## src/sv/lpg_pkg.sv

```systemverilog
// Shared types and constants of the LED pixel glow/fade filter.
// No dependencies; every other file of the block refers to this package.
package lpg_pkg;

  localparam int COLOR_W    = 8;
  localparam int IDX_W      = 3;
  localparam int CFG_IDX_W  = 1;
  localparam int CFG_DATA_W = 7;
  localparam int STEP_W     = 4;

  // Division by 100 is done as a multiplication by 5243 / 2^19, which is exact
  // for every dividend below 43699. Glow dividends stay below 25501.
  localparam int RECIP_W     = 13;
  localparam int RECIP_SHIFT = 19;
  localparam int COEF_W      = 20;
  localparam int TERM_W      = COLOR_W + 1;
  localparam logic [RECIP_W-1:0] RECIP = 13'd5243;

  localparam logic [CFG_DATA_W-1:0] PCT_FULL   = 7'd100;
  localparam logic [CFG_DATA_W-1:0] GLOW_MAX   = 7'd99;
  localparam logic [CFG_DATA_W-1:0] FADE_MAX   = 7'd10;
  localparam logic [CFG_DATA_W-1:0] RST_AMOUNT = 7'd1;

  localparam logic [COEF_W-1:0] RST_IN_COEF =
    COEF_W'((int'(PCT_FULL) - int'(RST_AMOUNT)) * int'(RECIP));
  localparam logic [COEF_W-1:0] RST_OLD_COEF =
    COEF_W'(int'(RST_AMOUNT) * int'(RECIP));
  localparam logic [STEP_W-1:0] RST_STEP = STEP_W'(RST_AMOUNT);

  typedef enum logic [1:0] {
    MODE_PASS = 2'd0,
    MODE_GLOW = 2'd1,
    MODE_FADE = 2'd2
  } mode_t;

  typedef enum logic [CFG_IDX_W-1:0] {
    CFG_MODE   = 1'b0,
    CFG_AMOUNT = 1'b1
  } cfg_idx_t;

  // Effect settings, with the amount already clamped and turned into
  // glow weights scaled by the reciprocal of 100, and into the fade step.
  typedef struct packed {
    logic [1:0]        mode;
    logic [COEF_W-1:0] in_coef;
    logic [COEF_W-1:0] old_coef;
    logic [STEP_W-1:0] fade_step;
  } cfg_t;

  typedef struct packed {
    logic [COLOR_W-1:0] red;
    logic [COLOR_W-1:0] green;
    logic [COLOR_W-1:0] blue;
  } rgb_t;

endpackage

```

## src/sv/lpg_pix_if.sv

```systemverilog
// Valid/ready pixel channels of the LED pixel glow/fade filter.
// Depends on lpg_pkg for the field widths.
interface lpg_in_if;
  logic                        valid;
  logic                        ready;
  logic [lpg_pkg::IDX_W-1:0]   led_index;
  logic [lpg_pkg::COLOR_W-1:0] in_red;
  logic [lpg_pkg::COLOR_W-1:0] in_green;
  logic [lpg_pkg::COLOR_W-1:0] in_blue;
  logic                        frame_last;

  modport source (output valid, led_index, in_red, in_green, in_blue, frame_last,
                  input ready);
  modport sink (input valid, led_index, in_red, in_green, in_blue, frame_last,
                output ready);
endinterface

interface lpg_out_if;
  logic                        valid;
  logic                        ready;
  logic [lpg_pkg::IDX_W-1:0]   out_index;
  logic [lpg_pkg::COLOR_W-1:0] out_red;
  logic [lpg_pkg::COLOR_W-1:0] out_green;
  logic [lpg_pkg::COLOR_W-1:0] out_blue;
  logic                        out_last;

  modport source (output valid, out_index, out_red, out_green, out_blue, out_last,
                  input ready);
  modport sink (input valid, out_index, out_red, out_green, out_blue, out_last,
                output ready);
endinterface

```

## src/sv/led_pixel_glow_fade_filter.sv

```systemverilog
// Top level of the LED pixel glow/fade filter: input register, per-LED color
// history, three channel datapaths and the result register.
// Depends on lpg_pkg, lpg_pix_if, lpg_cfg and lpg_chan.
//
//   Port      Dir  Handshake      Word
//   in_pix    in   valid/ready    led_index, in_red/green/blue, frame_last
//   out_pix   out  valid/ready    out_index, out_red/green/blue, out_last
//   cfg_*     in   write enable   cfg_idx selects mode or amount, cfg_wdata
//
// One word per cycle when out_pix does not stall; input and result are registered.
// The history is read and written in the same stage, so a pixel always sees the
// color left by the previous glow or fade pixel of its LED with no extra latency.
// Reset clears the history of every LED to black in the same cycle.
// When out_pix.ready is low the result holds and the input register still fills
// once; after that in_pix.ready drops until the result is taken.
module led_pixel_glow_fade_filter #(
  parameter int LED_COUNT = 8
) (
  input  logic                           clk,
  input  logic                           rst_n,
  input  logic                           cfg_we,
  input  logic [lpg_pkg::CFG_IDX_W-1:0]  cfg_idx,
  input  logic [lpg_pkg::CFG_DATA_W-1:0] cfg_wdata,
  lpg_in_if.sink                         in_pix,
  lpg_out_if.source                      out_pix
);

  // Only the first eight LEDs can be addressed by a three-bit index.
  localparam int IDX_SPAN   = 1 << lpg_pkg::IDX_W;
  localparam int HIST_DEPTH = (LED_COUNT < IDX_SPAN) ? LED_COUNT : IDX_SPAN;
  localparam int SLOT_W     = (HIST_DEPTH > 1) ? $clog2(HIST_DEPTH) : 1;

  lpg_pkg::cfg_t                 cfg;

  logic                          in_vld_r;
  logic [lpg_pkg::IDX_W-1:0]     idx_r;
  lpg_pkg::rgb_t                 pix_r;
  logic                          last_r;

  logic                          out_vld_r;
  logic [lpg_pkg::IDX_W-1:0]     out_idx_r;
  lpg_pkg::rgb_t                 out_pix_r;
  logic                          out_last_r;

  lpg_pkg::rgb_t                 hist_r [HIST_DEPTH];

  logic [SLOT_W-1:0]             slot_lut [IDX_SPAN];
  logic [SLOT_W-1:0]             slot;
  lpg_pkg::rgb_t                 old_rgb;
  lpg_pkg::rgb_t                 res_rgb;
  logic                          out_free;
  logic                          advance;
  logic                          in_ready;
  logic                          hist_we;

  // LED index to history slot, reduced modulo the strip length.
  for (genvar k = 0; k < IDX_SPAN; k++) begin : g_slot
    assign slot_lut[k] = SLOT_W'(k % LED_COUNT);
  end

  lpg_cfg u_cfg (
    .clk       (clk),
    .rst_n     (rst_n),
    .cfg_we    (cfg_we),
    .cfg_idx   (cfg_idx),
    .cfg_wdata (cfg_wdata),
    .cfg       (cfg)
  );

  assign slot     = slot_lut[idx_r];
  assign old_rgb  = hist_r[slot];
  assign out_free = !out_vld_r || out_pix.ready;
  assign advance  = in_vld_r && out_free;
  assign in_ready = !in_vld_r || advance;
  assign hist_we  = advance && (cfg.mode == lpg_pkg::MODE_GLOW ||
                                cfg.mode == lpg_pkg::MODE_FADE);

  lpg_chan u_chan_red (
    .cfg     (cfg),
    .new_val (pix_r.red),
    .old_val (old_rgb.red),
    .res     (res_rgb.red)
  );

  lpg_chan u_chan_green (
    .cfg     (cfg),
    .new_val (pix_r.green),
    .old_val (old_rgb.green),
    .res     (res_rgb.green)
  );

  lpg_chan u_chan_blue (
    .cfg     (cfg),
    .new_val (pix_r.blue),
    .old_val (old_rgb.blue),
    .res     (res_rgb.blue)
  );

  always_ff @(posedge clk) begin
    if (!rst_n) begin
      in_vld_r <= 1'b0;
    end else if (in_ready) begin
      in_vld_r <= in_pix.valid;
    end
  end

  always_ff @(posedge clk) begin
    if (in_ready && in_pix.valid) begin
      idx_r  <= in_pix.led_index;
      pix_r  <= '{red: in_pix.in_red, green: in_pix.in_green, blue: in_pix.in_blue};
      last_r <= in_pix.frame_last;
    end
  end

  always_ff @(posedge clk) begin
    if (!rst_n) begin
      out_vld_r <= 1'b0;
    end else if (out_free) begin
      out_vld_r <= in_vld_r;
    end
  end

  always_ff @(posedge clk) begin
    if (advance) begin
      out_idx_r  <= idx_r;
      out_pix_r  <= res_rgb;
      out_last_r <= last_r;
    end
  end

  always_ff @(posedge clk) begin
    if (!rst_n) begin
      for (int i = 0; i < HIST_DEPTH; i++) begin
        hist_r[i] <= '0;
      end
    end else if (hist_we) begin
      hist_r[slot] <= res_rgb;
    end
  end

  assign in_pix.ready      = in_ready;
  assign out_pix.valid     = out_vld_r;
  assign out_pix.out_index = out_idx_r;
  assign out_pix.out_red   = out_pix_r.red;
  assign out_pix.out_green = out_pix_r.green;
  assign out_pix.out_blue  = out_pix_r.blue;
  assign out_pix.out_last  = out_last_r;

  // A new word may replace a held one only while the held one moves on.
  a_no_overwrite: assert property (@(posedge clk) disable iff (!rst_n)
    (in_pix.valid && in_pix.ready && in_vld_r) |-> advance)
    else $error("input register overwritten while its word was stalled");

  // Passthrough delivers the input pixel unchanged.
  a_pass_exact: assert property (@(posedge clk) disable iff (!rst_n)
    (advance && cfg.mode != lpg_pkg::MODE_GLOW && cfg.mode != lpg_pkg::MODE_FADE)
    |=> (out_pix_r == $past(pix_r)))
    else $error("passthrough result differs from the input pixel");

  // A rising fade lands between the stored color and the target.
  a_fade_bounded: assert property (@(posedge clk) disable iff (!rst_n)
    (advance && cfg.mode == lpg_pkg::MODE_FADE && old_rgb.red <= pix_r.red)
    |=> (out_pix_r.red >= $past(old_rgb.red) && out_pix_r.red <= $past(pix_r.red)))
    else $error("fade result left the range between stored and target red");

  // A result appears only after a word was held in the input register.
  a_out_source: assert property (@(posedge clk) disable iff (!rst_n)
    $rose(out_vld_r) |-> $past(in_vld_r))
    else $error("result became valid without a word in the input register");

endmodule

```

## src/sv/lpg_cfg.sv

```systemverilog
// Effect configuration registers: mode, and the amount turned into glow weights
// and a fade step at write time. Depends on lpg_pkg.
module lpg_cfg (
  input  logic                           clk,
  input  logic                           rst_n,
  input  logic                           cfg_we,
  input  logic [lpg_pkg::CFG_IDX_W-1:0]  cfg_idx,
  input  logic [lpg_pkg::CFG_DATA_W-1:0] cfg_wdata,
  output lpg_pkg::cfg_t                  cfg
);

  logic [1:0]                        mode_r;
  logic [lpg_pkg::COEF_W-1:0]        in_coef_r;
  logic [lpg_pkg::COEF_W-1:0]        old_coef_r;
  logic [lpg_pkg::STEP_W-1:0]        fade_step_r;

  logic [lpg_pkg::CFG_DATA_W-1:0]    glow_amt;
  logic [lpg_pkg::CFG_DATA_W-1:0]    fade_amt;
  logic [lpg_pkg::COEF_W-1:0]        in_coef_nxt;
  logic [lpg_pkg::COEF_W-1:0]        old_coef_nxt;

  always_comb begin
    glow_amt = (cfg_wdata > lpg_pkg::GLOW_MAX) ? lpg_pkg::GLOW_MAX : cfg_wdata;
    fade_amt = (cfg_wdata > lpg_pkg::FADE_MAX) ? lpg_pkg::FADE_MAX : cfg_wdata;
    old_coef_nxt = lpg_pkg::COEF_W'(glow_amt) * lpg_pkg::COEF_W'(lpg_pkg::RECIP);
    in_coef_nxt  = lpg_pkg::COEF_W'(lpg_pkg::PCT_FULL - glow_amt)
                 * lpg_pkg::COEF_W'(lpg_pkg::RECIP);
  end

  always_ff @(posedge clk) begin
    if (!rst_n) begin
      mode_r      <= lpg_pkg::MODE_PASS;
      in_coef_r   <= lpg_pkg::RST_IN_COEF;
      old_coef_r  <= lpg_pkg::RST_OLD_COEF;
      fade_step_r <= lpg_pkg::RST_STEP;
    end else if (cfg_we) begin
      case (cfg_idx)
        lpg_pkg::CFG_MODE: begin
          mode_r <= cfg_wdata[1:0];
        end
        lpg_pkg::CFG_AMOUNT: begin
          in_coef_r   <= in_coef_nxt;
          old_coef_r  <= old_coef_nxt;
          fade_step_r <= fade_amt[lpg_pkg::STEP_W-1:0];
        end
        default: begin
          mode_r <= mode_r;
        end
      endcase
    end
  end

  assign cfg = '{mode: mode_r, in_coef: in_coef_r, old_coef: old_coef_r,
                 fade_step: fade_step_r};

endmodule

```

## src/sv/lpg_chan.sv

```systemverilog
// Per-channel effect datapath: glow smoothing, fade step limiting or pass.
// Depends on lpg_pkg; instantiated once per color by the top level.
module lpg_chan (
  input  lpg_pkg::cfg_t                cfg,
  input  logic [lpg_pkg::COLOR_W-1:0]  new_val,
  input  logic [lpg_pkg::COLOR_W-1:0]  old_val,
  output logic [lpg_pkg::COLOR_W-1:0]  res
);

  localparam int PROD_W = lpg_pkg::COLOR_W + lpg_pkg::COEF_W;

  logic [PROD_W-1:0]              in_prod;
  logic [PROD_W-1:0]              old_prod;
  logic [lpg_pkg::TERM_W-1:0]     in_term;
  logic [lpg_pkg::TERM_W-1:0]     old_term;
  logic [lpg_pkg::TERM_W:0]       glow_sum;
  logic [lpg_pkg::COLOR_W-1:0]    glow_val;
  logic                           rising;
  logic [lpg_pkg::COLOR_W-1:0]    diff;
  logic [lpg_pkg::COLOR_W-1:0]    step;
  logic [lpg_pkg::COLOR_W-1:0]    move;
  logic [lpg_pkg::COLOR_W-1:0]    fade_val;

  always_comb begin
    // Each weighted term is truncated on its own before the sum.
    in_prod  = PROD_W'(new_val) * PROD_W'(cfg.in_coef);
    old_prod = PROD_W'(old_val) * PROD_W'(cfg.old_coef);
    in_term  = in_prod[lpg_pkg::RECIP_SHIFT +: lpg_pkg::TERM_W];
    old_term = old_prod[lpg_pkg::RECIP_SHIFT +: lpg_pkg::TERM_W];
    glow_sum = (lpg_pkg::TERM_W+1)'(in_term) + (lpg_pkg::TERM_W+1)'(old_term);
    glow_val = (glow_sum > (lpg_pkg::TERM_W+1)'(255)) ? '1
                                                      : glow_sum[lpg_pkg::COLOR_W-1:0];

    rising   = new_val > old_val;
    diff     = rising ? (new_val - old_val) : (old_val - new_val);
    step     = lpg_pkg::COLOR_W'(cfg.fade_step);
    move     = (diff < step) ? diff : step;
    fade_val = rising ? (old_val + move) : (old_val - move);

    case (cfg.mode)
      lpg_pkg::MODE_GLOW: res = glow_val;
      lpg_pkg::MODE_FADE: res = fade_val;
      default:            res = new_val;
    endcase
  end

endmodule

```

## src/flat_wrapper.sv

```systemverilog
// flat-port wrapper written by rule: the top's interface ports become plain ports
module led_pixel_glow_fade_filter_flat 
#(
  parameter int LED_COUNT = 8
)
  (clk, rst_n, cfg_we, cfg_idx, cfg_wdata, in_pix_valid, in_pix_led_index, in_pix_in_red, in_pix_in_green, in_pix_in_blue, in_pix_frame_last, in_pix_ready, out_pix_valid, out_pix_out_index, out_pix_out_red, out_pix_out_green, out_pix_out_blue, out_pix_out_last, out_pix_ready);
  lpg_in_if in_pix_i ();
  lpg_out_if out_pix_i ();
  input  logic clk;
  input  logic rst_n;
  input  logic cfg_we;
  input  logic [lpg_pkg::CFG_IDX_W-1:0] cfg_idx;
  input  logic [lpg_pkg::CFG_DATA_W-1:0] cfg_wdata;
  input wire logic [$bits(in_pix_i.valid)-1:0] in_pix_valid;
  input wire logic [$bits(in_pix_i.led_index)-1:0] in_pix_led_index;
  input wire logic [$bits(in_pix_i.in_red)-1:0] in_pix_in_red;
  input wire logic [$bits(in_pix_i.in_green)-1:0] in_pix_in_green;
  input wire logic [$bits(in_pix_i.in_blue)-1:0] in_pix_in_blue;
  input wire logic [$bits(in_pix_i.frame_last)-1:0] in_pix_frame_last;
  output wire logic [$bits(in_pix_i.ready)-1:0] in_pix_ready;
  output wire logic [$bits(out_pix_i.valid)-1:0] out_pix_valid;
  output wire logic [$bits(out_pix_i.out_index)-1:0] out_pix_out_index;
  output wire logic [$bits(out_pix_i.out_red)-1:0] out_pix_out_red;
  output wire logic [$bits(out_pix_i.out_green)-1:0] out_pix_out_green;
  output wire logic [$bits(out_pix_i.out_blue)-1:0] out_pix_out_blue;
  output wire logic [$bits(out_pix_i.out_last)-1:0] out_pix_out_last;
  input wire logic [$bits(out_pix_i.ready)-1:0] out_pix_ready;
  assign in_pix_i.valid = in_pix_valid;
  assign in_pix_i.led_index = in_pix_led_index;
  assign in_pix_i.in_red = in_pix_in_red;
  assign in_pix_i.in_green = in_pix_in_green;
  assign in_pix_i.in_blue = in_pix_in_blue;
  assign in_pix_i.frame_last = in_pix_frame_last;
  assign in_pix_ready = in_pix_i.ready;
  assign out_pix_valid = out_pix_i.valid;
  assign out_pix_out_index = out_pix_i.out_index;
  assign out_pix_out_red = out_pix_i.out_red;
  assign out_pix_out_green = out_pix_i.out_green;
  assign out_pix_out_blue = out_pix_i.out_blue;
  assign out_pix_out_last = out_pix_i.out_last;
  assign out_pix_i.ready = out_pix_ready;
  led_pixel_glow_fade_filter #(.LED_COUNT(LED_COUNT)) u_core (.clk(clk), .rst_n(rst_n), .cfg_we(cfg_we), .cfg_idx(cfg_idx), .cfg_wdata(cfg_wdata), .in_pix(in_pix_i), .out_pix(out_pix_i));
endmodule
```

## config.mk

```make
export PLATFORM = sky130hd
export DESIGN_NAME = led_pixel_glow_fade_filter_flat
export DESIGN_NICKNAME = d
export VERILOG_FILES = /design/src/sv/lpg_pkg.sv /design/src/sv/lpg_pix_if.sv /design/src/sv/led_pixel_glow_fade_filter.sv /design/src/sv/lpg_cfg.sv /design/src/sv/lpg_chan.sv /design/src/flat_wrapper.sv
export SDC_FILE = /design/constraint.sdc
export NUM_CORES = 2
export LEC_CHECK = 0
export ABC_AREA = 1
export BUFFER_PORTS_ARGS = -buffer_cell sky130_fd_sc_hd__buf_2
export CORE_MARGIN = 5
export CORE_UTILIZATION = 50
export CTS_BUF_LIST = sky130_fd_sc_hd__clkbuf_16
export DETAILED_ROUTE_END_ITERATION = 16
export PLACE_DENSITY = 0.66
export SYNTH_ARGS = -nofsm -noshare
export SYNTH_HDL_FRONTEND = slang
export SYNTH_SLANG_ARGS = --single-unit
```

## constraint.sdc

```tcl
create_clock -name clk -period 18 [get_ports clk]
set_input_delay 1.8 -clock clk [delete_from_list [all_inputs] [get_ports clk]]
set_output_delay 1.8 -clock clk [all_outputs]
set_load 0.1 [all_outputs]
```

# After elaboration in Yosys (flattened, before gate mapping)
# Memories as Yosys holds them, arrays and structs flattened.
# Index checks and enable logic that the tools add are counted.
# word_totals
register_bits,104
ramBits,192
mem_bits_ro,24
word_cells,95
mem_count,2
# mem_list
memory,words,width,rd,rd_clocked_by_memory_dff,write_ports,line,text
u_core.hist_r,8,24,1,0,8,led_pixel_glow_fade_filter.sv:45,lpg_pkg::rgb_t hist_r [HIST_DEPTH];
(name not given),8,3,1,0,0,led_pixel_glow_fade_filter.sv:70,assign slot = slot_lut[idx_r];
# op_classes
add_sub_neg,16
n_mul,8
magnitude_cmp,12
n_eq_ne,2
muxes,26
bitwise_logic,2
reduce_logical,11
# ops
operator,count
multiplier 8 x 20 -> 28 bit,6
2-to-1 mux 8 bit,12
subtractor 8 bit,9
one-hot mux 8 bit (2 select lines),3
adder 9 x 9 -> 10 bit,3
"> comparator 10 x 8 -> 1 bit, second input constant",3
adder 8 bit,3
> comparator 8 bit,3
less-than comparator 8 x 4 -> 1 bit,3
2-to-1 mux 24 bit,1
OR reduction 24 bit,1
"multiplier 7 x 13 -> 20 bit, second input constant",1
"multiplier 8 x 14 -> 20 bit, second input constant",1
2-to-1 mux 3 bit,3
"subtractor 7 x 7 -> 8 bit, first input constant",1
"> comparator 7 x 4 -> 1 bit, second input constant",1
"> comparator 7 bit, second input constant",1
2-to-1 mux 7 bit,1
2-to-1 mux 1 bit,5
"greater-or-equal comparator 4 bit, second input constant",1
2-to-1 mux 4 bit,1
inverter 3 -> 4 bit,1
AND reduction 2 bit,2
logical AND 1 bit,3
5 further kinds,8

# Logic depth before layout (Yosys ltp)
# An unclocked memory read counts as a cell.
# logic_depth
word_depth,13
depth_mapped,51

# Hierarchy
# A second synthesis with hierarchy kept.
# hier_totals
hier_cells,7110
area_unflattened_um2,52520.4
# modules_own_cells
module,instances,cells_each,area_each_um2,seq_area_each_um2
lpg_chan (u_core.u_chan_blue),1,1755,11994.0,0.0
lpg_chan (u_core.u_chan_green),1,1704,11742.5,0.0
lpg_chan (u_core.u_chan_red),1,1679,11657.4,0.0
led_pixel_glow_fade_filter,1,1065,10737.8,7487.2
lpg_cfg,1,907,6388.6,900.9

# Worst setup path before layout
# OpenSTA, ideal clock, no wires.
# synth_timing
kind,register to register
start,reg u_core.idx_r[1] (netlist bit)
end,"reg u_core.out_pix_r, in the netlist u_core.out_pix.out_red[6] (data pin)"
arrival_ns,7.259
required_ns,17.730
setup_slack_ns,10.471
path_stages_with_launch,44
n_path_buf,4
path_cell_list,edfxtp_1 > buf_4 > inv_2 > buf_1 > clkbuf_1 > a21oi_1 > o21ai_0 > nand2_1 > clkinv_1 > buf_1 > nor2_1 > fa_1 > fa_1 > fa_1 > inv_1 > fa_1 > inv_1 > ha_1 > [... 8 more ...] > fa_1 > nand3_1 > nand2_1 > nand2_1 > nand2_1 > nand2_1 > nand2_1 > nand2_1 > nand2_1 > a21oi_1 > or2_2 > nand3_1 > inv_1 > nand2_1 > nand2_1 > o211ai_1 > o21ai_1 > inv_1
# synth_lines
item,line,text
from (decl),led_pixel_glow_fade_filter.sv:36,logic [lpg_pkg::IDX_W-1:0] idx_r;
from (signal assigned),led_pixel_glow_fade_filter.sv:109,idx_r <= in_pix.led_index;
to (signal assigned),led_pixel_glow_fade_filter.sv:126,out_pix_r <= res_rgb;
to (decl),led_pixel_glow_fade_filter.sv:42,lpg_pkg::rgb_t out_pix_r;

==> out/results.tsv <==
metric	value	unit
Residual DRC	0	
iteration-0 DRC count of the detailed router	3322	
WL/cell	19.8	µm
CP max stage delay	0.78	ns
post-synthesis cell area	48800	µm²
sequential share of the synthesized area	17.2	%
clk root buf	clkbuf_16	
final setup TNS	0	ns
# rows	114	
Yosys warning count	0	
cell area after placement	50300	µm²
initial antenna violation count	3	
Hold Vio Cnt, Final	0	
CTS Buf Count	31	
Yosys reg bits	295	
Area growth syn-to-layout	5.29	%
maximum clock path buffer count	3	
Tightest Hold Check Type	reg2reg	
Max-Cap Viols	0	
fin crit share	57.6	%
DP Worst Slack	7.85	ns
final cell count without fillers	7414	
crit path time final	10.36	ns
die area	104000	µm²
Crit path arrival time	10.69	ns
Least-Margin Pin Slew	1.31	ns
H-tree depth	1	
cts repair resizes	0	
layout cells sized above 1	5.35	%
Mean Syn Cell Area	7.91	µm²
Top Ports	71	
CTS clk-pin slew, worst paths	0.07	ns
Cells after DPL	7351	
leading cell type in the layout, fill and taps excluded	nand2_1	
detailed-route via count	40700	
Worst Path Required	18.33	ns
Initial Utilization	50.4	%
I/O Buffers	70	
GRT Total Usage	28.6	%
GRT overflow	0	
Synth async-reset ratio	0	%
Syn Inst Count	6175	
most frequent cells in the layout	nand2_1 (1366), inv_1 (1268), fa_1 (695), nor2_1 (676), ha_1 (488)	
routability cong.	0.964	
Worst Setup Path Type	reg2reg	
Main synth FF type	edfxtp_1	
first-pass GRT wire length	233	mm
TritonCTS clock tree	yes	
Routed WL	147	mm
pin count of the biggest net entering global routing	52	
Final Skew	0.0171	ns
Fill cells	9220	
Die Width	323	µm
clk_lat worst skew	0.62	ns
Post-CTS Hold Buffers	0	
Startpoint Class	flip-flop	
max-slew violation total from the final report	0	
clock sink count	295	
number of flops mapped to enable cells by yosys	248	
number of global-route vias before repair	42300	
achievable clock frequency	96.5	MHz
Cell variety after synth	62	
First-pass DRT Iterations	8	
Core ar.	96900	µm²
RSZ-0062 raised after global routing	false	
crit path max fanout	51	
Most common cell on crit path	nand2_1	
Synthesized Nets	7399	
post-CTS setup repair buffer count	0	
HPWL Detailed	109	mm
# nets final	7332	
Setup-failing EPs final	0	
die height	323	µm
CP endpoint kind	flip-flop	
status	completed	
final instance area	51400	µm²
setup ws final	7.64	ns
post-DR vias/cell	5.49	
slowest CP cell	nor3_4	
ANT nets after route	0	
Rel. slew slack	12.8	%
[per-layer routing]
| layer | GRT usage, % | wire length (µm) | vias to the layer above |
|---|---|---|---|
| met1 | 38.0 | 60200 | 19900 |
| met3 | 4.63 | 12400 | 336 |
| li1 | - | - | 18800 |
| met5 | 0 | 0 | - |
| met2 | 47.3 | 67500 | 1687 |
| met4 | 11.2 | 6870 | 0 |
[per-stage QoR]
step,utilization (%),hold slack [ns]
6_report,53.1,0.444
5_1_grt,53.1,0.460
4_1_cts,53.1,0.447
3_5_place_dp,51.9,0.432
3_3_place_gp,51.9,0.403
2_1_floorplan,-,0.400
[cells by family after synthesis]
logic type,count (synthesis),share of synthesized area [%]
flip-flops,295,17.2
buffers and inverters,1555,12.3
AO/OA/AOI/OAI,662,7.89
adder cells (fa/ha/maj),1183,41.0
AND/OR/NAND/NOR,2380,19.8
XOR/XNOR,100,1.81
[flip-flops by register name, summed over array words and instances, names as in the netlist]
register                  flops
u_core.u_cfg.mode_r           2
u_core.u_cfg.fade_step_r      4
u_core.pix_r                 24
u_core.out_pix.out_blue       8
u_core.last_r                 1
u_core.out_pix.out_green      8
u_core.u_cfg.in_coef_r       20
u_core.out_pix.valid          1
u_core.u_cfg.old_coef_r      19
u_core.out_pix.out_last       1
u_core.out_pix.out_index      3
u_core.idx_r                  3
u_core.in_vld_r               1
u_core.hist_r               192
u_core.out_pix.out_red        8
[cell type report]
cell class                      instances  area, µm²  area share [%]
Antenna cell                            5       12.5          0.0243
Clock buffer                           31        776            1.51
Clock inverter                         27        329           0.640
Inverter                             1304       4900            9.53
Multi-Input combinational cell       4325      34500            67.0
Sequential cell                       295       8390            16.3
Tap cell                             1276       1600            3.11
Timing Repair Buffer                  151        958            1.86
[cells in the mapped netlist (all sizes together) (46+ instances only)]
cell | instances | area share (%)
o21ai | 180 | 1.9
ha | 488 | 13
inv | 1286 | 9.9
nand3 | 146 | 1.5
xor2 | 76 | 1.4
nor2 | 705 | 5.7
edfxtp | 248 | 15
dfxtp | 47 | 1.9
a21oi | 297 | 3.1
buf | 84 | 0.96
clkbuf | 166 | 1.3
nand4 | 46 | 0.59
nand2 | 1409 | 11
fa | 695 | 28
[worst paths after layout]
| kind | from | to | slack (ns) | depth (start not counted) |
|---|---|---|---|---|
| worst min-delay path | u_core.last_r | u_core.out_pix.out_last | 0.44 | 0 |
| worst min register to register | u_core.last_r | u_core.out_pix.out_last | 0.44 | 0 |
| worst max register to register | u_core.idx_r[0] | u_core.hist_r[0][13] | 7.64 | 39 |
| worst max-delay path | u_core.idx_r[0] | u_core.hist_r[0][13] | 7.64 | 39 |
[critical path, delay by kind of cell (launching register included)]
family                     cells  cell delay [ns]
AOI/OAI and AO/OA              8             1.64
xor gates and xnor gates       1             0.18
adders and majority gates      7             3.08
buffers and inverters          6             2.05
DFF                            1             0.33
and+or+nand+nor               17             2.75
Power is not shown: default switching activity piles up to over one toggle a cycle in this logic, so the estimate is an artifact.
